$ cat config.mk
export PLATFORM = sky130hd
export DESIGN_NAME = nnis_ctrl
export DESIGN_NICKNAME = d
export VERILOG_FILES = /design/src/hw/rtl/nnis_pkg.sv /design/src/hw/rtl/nnis_ctrl.sv
export SDC_FILE = /design/constraint.sdc
export NUM_CORES = 1
export LEC_CHECK = 0
export BUFFER_PORTS_ARGS = -buffer_cell sky130_fd_sc_hd__buf_4
export CAP_MARGIN = 25
export CORE_AREA = 2 2 39 41
export CTS_BUF_LIST = sky130_fd_sc_hd__clkbuf_16
export CTS_CLUSTER_DIAMETER = 50
export DETAILED_ROUTE_END_ITERATION = 7
export DIE_AREA = 0 0 41 43
export PLACE_DENSITY = 0.63
export SYNTH_ARGS = -nofsm -noshare
export SYNTH_HDL_FRONTEND = slang
export SYNTH_SLANG_ARGS = --single-unit
$ cat constraint.sdc
create_clock -name clk -period 1.7 [get_ports clk]
set_input_delay 0.34 -clock clk [delete_from_list [all_inputs] [get_ports clk]]
set_output_delay 0.34 -clock clk [all_outputs]
set_load 0.01 [all_outputs]
$ cat src/hw/rtl/nnis_pkg.sv
// ----------------------------------------------------------------------------
// nnis_pkg
// Shared types and constants for the nearest neighbor image scaler: field
// widths, command and register codes, controller states and the command and
// status bundles between controller and datapath.
// ----------------------------------------------------------------------------
`default_nettype none

package nnis_pkg;

  // parameter defaults
  localparam int MAX_SOURCE_WIDTH_DEF  = 64;
  localparam int MAX_SOURCE_HEIGHT_DEF = 64;
  localparam int COORD_BITS_DEF        = 12;

  // fixed field widths
  localparam int SRC_DIM_BITS    = 7;
  localparam int TGT_DIM_BITS    = 12;
  localparam int ORIGIN_BITS     = 13;
  localparam int SCREEN_BITS     = 13;
  localparam int CFG_INDEX_BITS  = 3;
  localparam int CFG_DATA_BITS   = 13;
  localparam int LOAD_INDEX_BITS = 12;
  localparam int PIXEL_BITS      = 32;

  // quotient of a source coordinate is below the source size, so 7 bits
  localparam int QUOT_BITS     = SRC_DIM_BITS;
  localparam int STEP_CNT_BITS = 3;
  localparam logic [STEP_CNT_BITS-1:0] DIV_LAST = STEP_CNT_BITS'(QUOT_BITS - 1);

  // input item command
  typedef enum logic [0:0] {
    CMD_LOAD = 1'b0,
    CMD_STEP = 1'b1
  } item_cmd_t;

  // configuration register indexes
  typedef enum logic [CFG_INDEX_BITS-1:0] {
    REG_SOURCE_WIDTH  = 3'd0,
    REG_SOURCE_HEIGHT = 3'd1,
    REG_TARGET_WIDTH  = 3'd2,
    REG_TARGET_HEIGHT = 3'd3,
    REG_ORIGIN_X      = 3'd4,
    REG_ORIGIN_Y      = 3'd5,
    REG_SCREEN_WIDTH  = 3'd6,
    REG_SCREEN_HEIGHT = 3'd7
  } cfg_reg_t;

  // controller states
  typedef enum logic [2:0] {
    S_IDLE,
    S_MUL_X,
    S_DIV_X,
    S_MUL_Y,
    S_DIV_Y,
    S_ADDR,
    S_READ,
    S_OUT
  } state_t;

  // controller to datapath
  typedef struct packed {
    logic load;
    logic start;
    logic mul;
    logic sel_y;
    logic div_step;
    logic calc_addr;
    logic read;
    logic emit;
  } dp_cmd_t;

  // datapath to controller
  typedef struct packed {
    logic degenerate;
    logic out_free;
  } dp_sts_t;

endpackage

`default_nettype wire

$ cat src/hw/rtl/nnis_ctrl.sv
// ----------------------------------------------------------------------------
// nnis_ctrl
// Controller state machine: accepts beats, sequences the x and y divisions,
// address calculation, store read and the hand-off to the output register.
// ----------------------------------------------------------------------------
`default_nettype none

module nnis_ctrl (
  input  wire logic              clk,
  input  wire logic              rst_n,
  input  wire logic              in_valid,
  input  wire logic              in_cmd,
  output logic                   in_ready,
  output nnis_pkg::dp_cmd_t      cmd,
  input  wire nnis_pkg::dp_sts_t sts
);

  nnis_pkg::state_t state_r, state_nxt;
  logic [nnis_pkg::STEP_CNT_BITS-1:0] cnt_r, cnt_nxt;
  logic is_step;

  assign is_step = (nnis_pkg::item_cmd_t'(in_cmd) == nnis_pkg::CMD_STEP);

  // state and division step counter
  always_ff @(posedge clk) begin
    if (!rst_n) begin
      state_r <= nnis_pkg::S_IDLE;
      cnt_r   <= '0;
    end else begin
      state_r <= state_nxt;
      cnt_r   <= cnt_nxt;
    end
  end

  // next state
  always_comb begin
    state_nxt = state_r;
    cnt_nxt   = '0;
    case (state_r)
      nnis_pkg::S_IDLE: begin
        if (in_valid && is_step) state_nxt = nnis_pkg::S_MUL_X;
      end
      nnis_pkg::S_MUL_X: begin
        state_nxt = sts.degenerate ? nnis_pkg::S_OUT : nnis_pkg::S_DIV_X;
      end
      nnis_pkg::S_DIV_X: begin
        if (cnt_r == nnis_pkg::DIV_LAST) state_nxt = nnis_pkg::S_MUL_Y;
        else cnt_nxt = cnt_r + 1'b1;
      end
      nnis_pkg::S_MUL_Y: begin
        state_nxt = nnis_pkg::S_DIV_Y;
      end
      nnis_pkg::S_DIV_Y: begin
        if (cnt_r == nnis_pkg::DIV_LAST) state_nxt = nnis_pkg::S_ADDR;
        else cnt_nxt = cnt_r + 1'b1;
      end
      nnis_pkg::S_ADDR: begin
        state_nxt = nnis_pkg::S_READ;
      end
      nnis_pkg::S_READ: begin
        state_nxt = nnis_pkg::S_OUT;
      end
      nnis_pkg::S_OUT: begin
        if (sts.out_free) state_nxt = nnis_pkg::S_IDLE;
      end
      default: begin
        state_nxt = nnis_pkg::S_IDLE;
      end
    endcase
  end

  // command outputs
  always_comb begin
    in_ready      = (state_r == nnis_pkg::S_IDLE);
    cmd           = '0;
    cmd.load      = in_ready && in_valid && !is_step;
    cmd.start     = in_ready && in_valid && is_step;
    cmd.mul       = ((state_r == nnis_pkg::S_MUL_X) && !sts.degenerate) ||
                    (state_r == nnis_pkg::S_MUL_Y);
    cmd.sel_y     = (state_r == nnis_pkg::S_MUL_Y);
    cmd.div_step  = (state_r == nnis_pkg::S_DIV_X) || (state_r == nnis_pkg::S_DIV_Y);
    cmd.calc_addr = (state_r == nnis_pkg::S_ADDR);
    cmd.read      = (state_r == nnis_pkg::S_READ);
    cmd.emit      = (state_r == nnis_pkg::S_OUT) && sts.out_free;
  end

  // checks
  a_no_accept_busy: assert property (@(posedge clk) disable iff (!rst_n)
    (state_r != nnis_pkg::S_IDLE) |-> !cmd.load && !cmd.start)
    else $error("beat taken while busy");

  a_emit_needs_slot: assert property (@(posedge clk) disable iff (!rst_n)
    cmd.emit |-> sts.out_free)
    else $error("emit while output register occupied");

  a_div_x_length: assert property (@(posedge clk) disable iff (!rst_n)
    (state_r == nnis_pkg::S_DIV_X && cnt_r == nnis_pkg::DIV_LAST) |=>
      (state_r == nnis_pkg::S_MUL_Y))
    else $error("x division did not hand over to y");

endmodule

`default_nettype wire

==> qor.yml, run 1 <==
run_status:
  status: "finished, final reports clean"
critical_path:
  r2r-end: "state_r[2]"
  endpoint_kind: "output port"
  reg2regPathDepth: 5
  slowest_delay_ps: 520
  crit_fanout: 10
  path_cells: "xor2_2 > and2_2 > buf_4"
  worstPathArrival_ps: 1250
  worstSetupPathType: "flop to output port"
  r2r_slack_ps: 450
  r2r-start: "cnt_r[0]"
  start_kind: "flop"
  critPathRequiredTime_ps: 1360
  cp_slowest_cell: "dfxtp_1"
clocking:
  cts_buffers: 3
  cts_hold_buf: 0
  cts_tree: "built"
  clockRootBuffer: "clkbuf_16"
  clock_path_buffers: 2
  clk_pin_slew_ps: 30
  clock_latency_ps: 230
  ctsHtreeMaxLevel: 1
  post_cts_buffers: 0
  clock_sinks: 6
  cts_resized: 0
placement:
  dp_slack_ps: 338
  portBuffers: 14
  hpwl_um: 618
  place_congestion: 0.699
final_layout:
  drive_above_1_share_pct: 34.4
  layout_commonest_cell: "buf_4"
  syn2layout_area_growth_pct: 46.6
  final_nets: 71
  most-common-layout-cells: "buf_4, dfxtp_1, inv_1, nor2_1"
  diodes: 0
detailed_routing:
  wl_per_cell_um: 10.8
  first_iter_violations: 2
  vias: 365
  wirelength_um: 828
  route.detailed.drc: 0
  antenna_left: 0
  routed_via_density: 4.74
  firstDrtPassIters: 2
floorplanning:
  die_area_um2: 1760
  pin_count: 15
  die_w_um: 41
  initial_core_util_pct: 27.6
  num_rows: 14
  coreArea_um2: 1380
  die_y_um: 43
sta:
  maxSlewViolCount: 0
  fin_hold_ws_ps: 396
  rsz0062_at_grt: "no"
  final-setup-viol-count: 0
  fmax_mhz: 628
  final.setup_skew_ps: 0.131
  finalHoldViolCount: 0
  worst_slack_ps: 108
  slew_headroom_pct: 75.9
  tns_ps: 0
  fin_crit_sh_pct: 93.7
  tightest_slew_ps: 361
  period_minus_slack_ps: 1590
logic_synthesis:
  ys_types: 25
  synth_compound_area_share_pct: 19.3
  syn_inst: 46
  synth_top_family_by_area: "simple AND/OR/NAND/NOR gates"
  seq_area_frac_synth_pct: 31.5
  yosys-top-cells-area: "dfxtp_1, ha_1, buf_6"
  yosys.area_share.xor_xnor_pct: 6.56
  synth_top_area_cell: "dfxtp_1"
  yosys.area_share.simple_pct: 25.2
  ys_warn_count: 0
  synth_top_area_share_pct: 31.5
  synth_nets: 54
  ys_seq_elements: 6
  synth_area_per_cell_um2: 8.30
  synthMuxAreaShare_pct: 0
  synth_fa_ha_area_share_pct: 6.56
  syn_area_um2: 382
power:
  power.leakage_nw: 0.261
  power.density_nw_per_um2: 1500
  power.total_mw: 0.841
  ir_drop_uv: 600
global_routing:
  grt.total_usage_pct: 11.9
  grt_pass1_wl_um: 1320
  overflow: 0
  grt_start_max_net_pins: 11
  grt_pass1_vias: 329
  antenna_found_initial: 0
worst_hold_path:
  min_path_cells: 3
  min_from: "rst_n"
  min_to: "state_r[1]"
  hp-class: "input port to flop"
job:
  cap_violations: 0
critical path, delay by kind of cell (launching register included):
| kind | cells | cell delay (ps) |
|---|---|---|
| and+or+nand+nor | 1 | 160 |
| buffers and inverters | 1 | 110 |
| xor gates and xnor gates | 1 | 220 |
| DFF | 1 | 520 |
cells by family after synthesis:
kind of cell	after synthesis
flops	6
compound gates	11
simple gates	18
buf+inv	7
fa+ha+maj	2
xor+xnor	2
Yosys cell counts:
cell type / instances
buf_6: 2
o21a_1: 1
nor3b_1: 1
a2bb2oi_1: 1
xor2_2: 1
and2_2: 1
o22ai_1: 2
o21ai_0: 2
and3_2: 1
ha_1: 2
nand2b_1: 1
nor2_1: 5
a22o_1: 1
a211oi_1: 1
xnor2_1: 1
a21oi_1: 1
nand3_1: 2
and3_1: 2
nor3_2: 1
dfxtp_1: 6
nand2_1: 3
o211ai_1: 1
nor3_1: 1
a31oi_1: 1
inv_1: 5
flip-flops by register name, indices dropped and copies added, names as in the netlist:
signal	count
cnt_r	3
state_r	3
per-stage QoR:
step,area [um2],util [%],cells
after floorplan,382,-,46
after global placement,484,35.0,74
after detailed placement,484,35.0,74
after CTS,559,40.4,77
after global routing,559,40.4,77
final,559,40.4,77
report_power, final:
part           internal [mW]  leakage (nW)  switching [mW]
combinational          0.124         0.175           0.115
clock                  0.302        0.0370          0.0848
sequential             0.165        0.0489          0.0493
cell type report:
| type | count | area (um2) |
|---|---|---|
| sequential | 6 | 120 |
| fill | 136 | 825 |
| inverter | 5 | 18.8 |
| timing repair buffer | 14 | 105 |
| clock buffer | 3 | 75.1 |
| multi-input combinational | 33 | 220 |
| tap | 16 | 20.0 |
metal layers:
metal	vias up	GRT usage, %	wire length, um
met5	-	0	0
met4	0	12.0	39
met3	5	4.71	62
met2	13	16.9	380
met1	157	12.2	345
li1	190	-	-
how the worst max path moves through the flow:
stage | startpoint | end | slack [ps] | depth (start not counted)
final | state_r[2] | cmd[3] | 110 | 3
after global routing | state_r[2] | cmd[3] | 20 | 3
after CTS | state_r[2] | cmd[3] | 90 | 3
after detailed placement | state_r[2] | cmd[3] | 340 | 3
after global placement | state_r[2] | cmd[3] | 350 | 3
after floorplan | state_r[1] | cmd[7] | 400 | 4
Power figures use the tool's default switching activity.
==> inputs of run 2 (changes only) <==
--- a/config.mk
+++ b/config.mk
@@ -16,3 +16,4 @@
 export SYNTH_ARGS = -nofsm -noshare
 export SYNTH_HDL_FRONTEND = slang
 export SYNTH_SLANG_ARGS = --single-unit
+export TNS_END_PERCENT = 10
==> constraint.sdc (replaced) <==
create_clock -name clk -period 1.9 [get_ports clk]
set_input_delay 0.38 -clock clk [delete_from_list [all_inputs] [get_ports clk]]
set_output_delay 0.38 -clock clk [all_outputs]
set_load 0.01 [all_outputs]
==> qor.yml, run 2 (synthesized netlist as in run 1, its figures left out) <==
run_status:
  status: "finished, final reports clean"  # unchanged
clocking:
  cts_buffers: 3  # unchanged
  post_cts_buffers: 0  # unchanged
  clk_pin_slew_ps: 40  # was 30 ps
  cts_tree: "built"  # unchanged
  clockRootBuffer: "clkbuf_16"  # unchanged
  cts_resized: 0  # unchanged
  clock_path_buffers: 2  # unchanged
  clock_sinks: 6  # unchanged
  ctsHtreeMaxLevel: 1  # unchanged
  cts_hold_buf: 0  # unchanged
  clock_latency_ps: 230  # about the same
floorplanning:
  die_w_um: 41  # unchanged
  coreArea_um2: 1380  # unchanged
  num_rows: 14  # unchanged
  pin_count: 15  # unchanged
  die_y_um: 43  # unchanged
  die_area_um2: 1760  # unchanged
  initial_core_util_pct: 27.6  # unchanged
global_routing:
  grt_pass1_wl_um: 1290  # was 1320 um
  grtUsageMet2_pct: 15.6  # was 16.9%
  grt_start_max_net_pins: 11  # unchanged
  busiest_layer: "met4"  # was met2
  grt.met3_usage_pct: 5.76  # was 4.71%
  antenna_found_initial: 0  # unchanged
  met1_usage_pct: 11.9  # was 12.2%
  overflow: 0  # unchanged
  grt.total_usage_pct: 12.2  # was 11.9%
  grt_pass1_vias: 299  # was 329
sta:
  fmax_mhz: 603
  final-setup-viol-count: 0  # unchanged
  fin_crit_sh_pct: 87.2
  period_minus_slack_ps: 1660
  tightest_slew_ps: 383  # was 361 ps
  maxSlewViolCount: 0  # unchanged
  final.setup_skew_ps: 5.83  # was 0.131 ps
  rsz0062_at_grt: "no"  # unchanged
  finalHoldViolCount: 0  # unchanged
  tns_ps: 0  # unchanged
  slew_headroom_pct: 74.4  # was 75.9%
final_layout:
  stdcell_area_um2: 559  # unchanged
  syn2layout_area_growth_pct: 46.6  # unchanged
  most-common-layout-cells: "buf_4, dfxtp_1, inv_1, nor2_1"  # unchanged
  layout_commonest_cell: "buf_4"  # unchanged
  fill_cells: 147  # was 136
  final_nets: 71  # unchanged
  utilization_pct: 40.4  # unchanged
  drive_above_1_share_pct: 34.4  # unchanged
  final-seq-area_um2: 120  # unchanged
  reg.largest.list: "cnt_r x3, state_r x3"  # unchanged
  multi_input_area_um2: 220  # unchanged
  diodes: 0  # unchanged
detailed_routing:
  route.detailed.drc: 0  # unchanged
  antenna_left: 0  # unchanged
  wl_per_cell_um: 10.6  # was 10.8 um
  first_iter_violations: 4  # was 2
  routed_via_density: 4.64  # was 4.74
  vias: 357  # was 365
  wirelength_um: 819  # was 828 um
  firstDrtPassIters: 3  # was 2
critical_path:
  critPathRequiredTime_ps: 1520  # was 1360 ps
  endpoint_kind: "output port"  # unchanged
  start_kind: "flop"  # unchanged
  worstPathArrival_ps: 1280  # was 1250 ps
  r2r_slack_ps: 670  # was 450 ps
  worstSetupPathType: "flop to output port"  # unchanged
  crit_fanout: 10  # unchanged
power:
  switching_share_pct: 29.6  # was 29.7%
  p_clk_share_pct: 46.0  # about the same
  p_sw_mw: 0.222  # was 0.249 mW
  ir_drop_uv: 508  # was 600 uV
  power.leakage_nw: 0.261  # unchanged
  power.density_nw_per_um2: 1340  # was 1500 nW/um2
  power_frac_seq_pct: 25.5  # about the same
  internal_power_mw: 0.529  # was 0.591 mW
  comb_power_share_pct: 28.5  # was 28.4%
placement:
  place_congestion: 0.698  # was 0.699
  hpwl_um: 589  # was 618 um
  portBuffers: 14  # unchanged
  placed_area_um2: 484  # unchanged
worst_hold_path:
  hp-class: "input port to flop"  # unchanged
job:
  cap_violations: 0  # unchanged
## run 2: power by group through the flow
| stage | registers (mW) | clock network, mW | logic (mW) |
|---|---|---|---|
| finish | 0.191 | 0.346 | 0.214 |
| global route | 0.195 | 0.359 | 0.242 |
| CTS | 0.190 | 0.351 | 0.218 |
| detailed placement | 0.191 | 0 | 0.218 |
| global placement | 0.191 | 0 | 0.218 |
| floorplan | 0.167 | 0 | 0.171 |
## run 2: worst paths after layout
path         startpoint         end  cells past startpoint
max          state_r[2]      cmd[3]                      3
max reg2reg    cnt_r[0]  state_r[2]                      5
min reg2reg    cnt_r[0]    cnt_r[0]                      1
min               rst_n  state_r[1]                      3
## run 2: stage by stage
step | hold WS, ps | std cells | setup WS, ps | total power [mW]
after floorplan | 417 | 46 | 558 | 0.338
after global placement | 431 | 74 | 510 | 0.409
after detailed placement | 439 | 74 | 497 | 0.409
after CTS | 433 | 77 | 250 | 0.759
after global routing | 437 | 77 | 159 | 0.796
final | 434 | 77 | 243 | 0.752
## run 2: metal layers
metal | share of wire, % | vias to the layer above | routed length [um]
met3 | 9.0 | 4 | 74
li1 | - | 191 | -
met4 | 5.6 | 0 | 46
met5 | 0 | - | 0
met1 | 42 | 150 | 346
met2 | 43 | 12 | 351
## run 2: worst max-delay path, cell delays in order, from the launching register on
cell	delay (ps)
dfxtp_1	540
xor2_2	150
and2_2	210
buf_4	130
## run 2: final cells by class
cell class                 instances  share of cell area, %
inverter                           5                   3.36
sequential                         6                   21.5
tap                               16                   3.58
clock buffer                       3                   13.4
timing repair buffer              14                   18.8
multi-input combinational         33                   39.4
==> inputs of run 3 (changes only) <==
--- a/config.mk
+++ b/config.mk
@@ -6,9 +6,9 @@
 export NUM_CORES = 1
 export LEC_CHECK = 0
 export BUFFER_PORTS_ARGS = -buffer_cell sky130_fd_sc_hd__buf_4
-export CAP_MARGIN = 25
+export CAP_MARGIN = 20
 export CORE_AREA = 2 2 39 41
-export CTS_BUF_LIST = sky130_fd_sc_hd__clkbuf_16
+export CTS_BUF_LIST = sky130_fd_sc_hd__clkbuf_8
 export CTS_CLUSTER_DIAMETER = 50
 export DETAILED_ROUTE_END_ITERATION = 7
 export DIE_AREA = 0 0 41 43
==> constraint.sdc (replaced) <==
create_clock -name clk -period 2.05 [get_ports clk]
set_input_delay 0.41 -clock clk [delete_from_list [all_inputs] [get_ports clk]]
set_output_delay 0.41 -clock clk [all_outputs]
set_load 0.01 [all_outputs]
==> qor.yml, run 3 (synthesized netlist as in run 1, its figures left out) <==
global_routing:
  overflow: 0  # unchanged
  grt_pass1_vias: 325  # was 299
  grt_start_max_net_pins: 11  # unchanged
  antenna_found_initial: 0  # unchanged
  grt.total_usage_pct: 11.4  # was 12.2%
  grt_pass1_wl_um: 1280  # was 1290 um
floorplanning:
  die_w_um: 41  # unchanged
  die_y_um: 43  # unchanged
  pin_count: 15  # unchanged
  num_rows: 14  # unchanged
  die_area_um2: 1760  # unchanged
  initial_core_util_pct: 27.6  # unchanged
  coreArea_um2: 1380  # unchanged
critical_path:
  r2r-end: "state_r[2]"  # unchanged
  r2r_slack_ps: 800  # was 670 ps
  slowest_delay_ps: 550  # was 540 ps
  cp_slowest_cell: "dfxtp_1"  # unchanged
  worstSetupPathType: "flop to output port"  # unchanged
  critPathRequiredTime_ps: 1640  # was 1520 ps
  r2r-start: "cnt_r[0]"  # unchanged
  endpoint_kind: "output port"  # unchanged
  crit_fanout: 10  # unchanged
  worstPathArrival_ps: 1270  # was 1280 ps
  path_cells: "xor2_2 > and2_2 > buf_4"  # unchanged
  reg2regPathDepth: 5  # unchanged
  start_kind: "flop"  # unchanged
  startpoint: "state_r[2]"  # unchanged
detailed_routing:
  wl_per_cell_um: 10.1  # was 10.6 um
  route.detailed.drc: 0  # unchanged
  vias: 360  # was 357
  routed_via_density: 4.68  # was 4.64
  wirelength_um: 777  # was 819 um
  firstDrtPassIters: 2  # was 3
  first_iter_violations: 7  # was 4
  antenna_left: 0  # unchanged
sta:
  maxSlewViolCount: 0  # unchanged
  rsz0062_at_grt: "no"  # unchanged
  final.setup_skew_ps: 5.09  # was 5.83 ps
  fmax_mhz: 594
  slew_headroom_pct: 73.2  # was 74.4%
  finalHoldViolCount: 0  # unchanged
  fin_crit_sh_pct: 82.1
  final-setup-viol-count: 0  # unchanged
  period_minus_slack_ps: 1680
  worst_slack_ps: 367  # was 243 ps
  tightest_slew_ps: 401  # was 383 ps
  tns_ps: 0  # unchanged
worst_hold_path:
  min_to: "cnt_r[0]"  # was state_r[1]
  hp-class: "flop to flop"  # was input port to flop
  min_from: "cnt_r[0]"  # was rst_n
  min_path_cells: 1  # was 3
final_layout:
  drive_above_1_share_pct: 34.4  # unchanged
  fill_cells: 145  # was 147
  diodes: 0  # unchanged
  final-seq-area_um2: 120  # unchanged
  utilization_pct: 38.0  # was 40.4%
  reg.largest.list: "cnt_r x3, state_r x3"  # unchanged
  stdcell_area_um2: 526  # was 559 um2
  final_nets: 71  # unchanged
  multi_input_area_um2: 220  # unchanged
  syn2layout_area_growth_pct: 37.7  # was 46.6%
  layout_commonest_cell: "buf_4"  # unchanged
  most-common-layout-cells: "buf_4, dfxtp_1, inv_1, nor2_1"  # unchanged
run_status:
  status: "finished, final reports clean"  # unchanged
clocking:
  clock_sinks: 6  # unchanged
  clockRootBuffer: "clkbuf_8"  # was clkbuf_16
  ctsHtreeMaxLevel: 1  # unchanged
  clock_latency_ps: 220  # was 230 ps
  cts_resized: 0  # unchanged
  cts_buffers: 3  # unchanged
  clock_path_buffers: 2  # unchanged
  clk_pin_slew_ps: 30  # was 40 ps
  post_cts_buffers: 0  # unchanged
  cts_tree: "built"  # unchanged
  cts_hold_buf: 0  # unchanged
job:
  cap_violations: 0  # unchanged
power:
  comb_power_share_pct: 36.2  # was 28.5%
  internal_power_mw: 0.366  # was 0.529 mW
  p_clk_share_pct: 31.6  # was 46.0%
  power_frac_seq_pct: 32.2  # was 25.5%
  power.total_mw: 0.549  # was 0.752 mW
  power.leakage_nw: 0.246  # was 0.261 nW
  power.density_nw_per_um2: 1050  # was 1340 nW/um2
  ir_drop_uv: 609  # was 508 uV
  p_sw_mw: 0.184  # was 0.222 mW
  switching_share_pct: 33.4  # was 29.6%
placement:
  place_congestion: 0.698  # about the same
  portBuffers: 14  # unchanged
  placed_area_um2: 484  # unchanged
  dp_slack_ps: 616  # was 497 ps
  hpwl_um: 593  # was 589 um
## run 3: how the worst max path moves through the flow
stage / end / slack, ps / cells after the start
2_1_floorplan: cmd[7] / 680 / 4
3_3_place_gp: cmd[3] / 630 / 3
3_5_place_dp: cmd[3] / 620 / 3
4_1_cts: cmd[3] / 380 / 3
5_1_grt: cmd[3] / 280 / 3
6_report: cmd[3] / 370 / 3
## run 3: power by group through the flow
stage               Combinational [mW]  Clock [mW]  Sequential, mW
floorplan                        0.158           0           0.154
detailed placement               0.201           0           0.178
global placement                 0.202           0           0.177
CTS                              0.202       0.178           0.176
global route                     0.228       0.188           0.180
finish                           0.199       0.174           0.177
## run 3: final cells by class
cell class / instances / share of cell area (%)
tap: 16 / 3.81
sequential: 6 / 22.9
clock buffer: 3 / 7.86
multi-input combinational: 33 / 41.9
inverter: 5 / 3.57
timing repair buffer: 14 / 20.0
## run 3: routing by layer
layer  global-route usage (%)  part of all wire, %
met5                        0                    0
met3                     7.85                  8.6
met4                     6.00                    0
met2                     16.6                   46
met1                     11.6                   45
## run 3: metrics by stage
stage | hold WS (ps) | std cells
finish | 444 | 77
CTS | 444 | 77
floorplan | 417 | 46
global placement | 431 | 74
global route | 472 | 77
detailed placement | 439 | 74
## run 3: critical path, delay by kind of cell (launching register included)
kind | cells | cell delay (ps)
buffers and inverters | 1 | 130
XOR/XNOR | 1 | 150
flip-flops | 1 | 550
AND/OR/NAND/NOR | 1 | 210
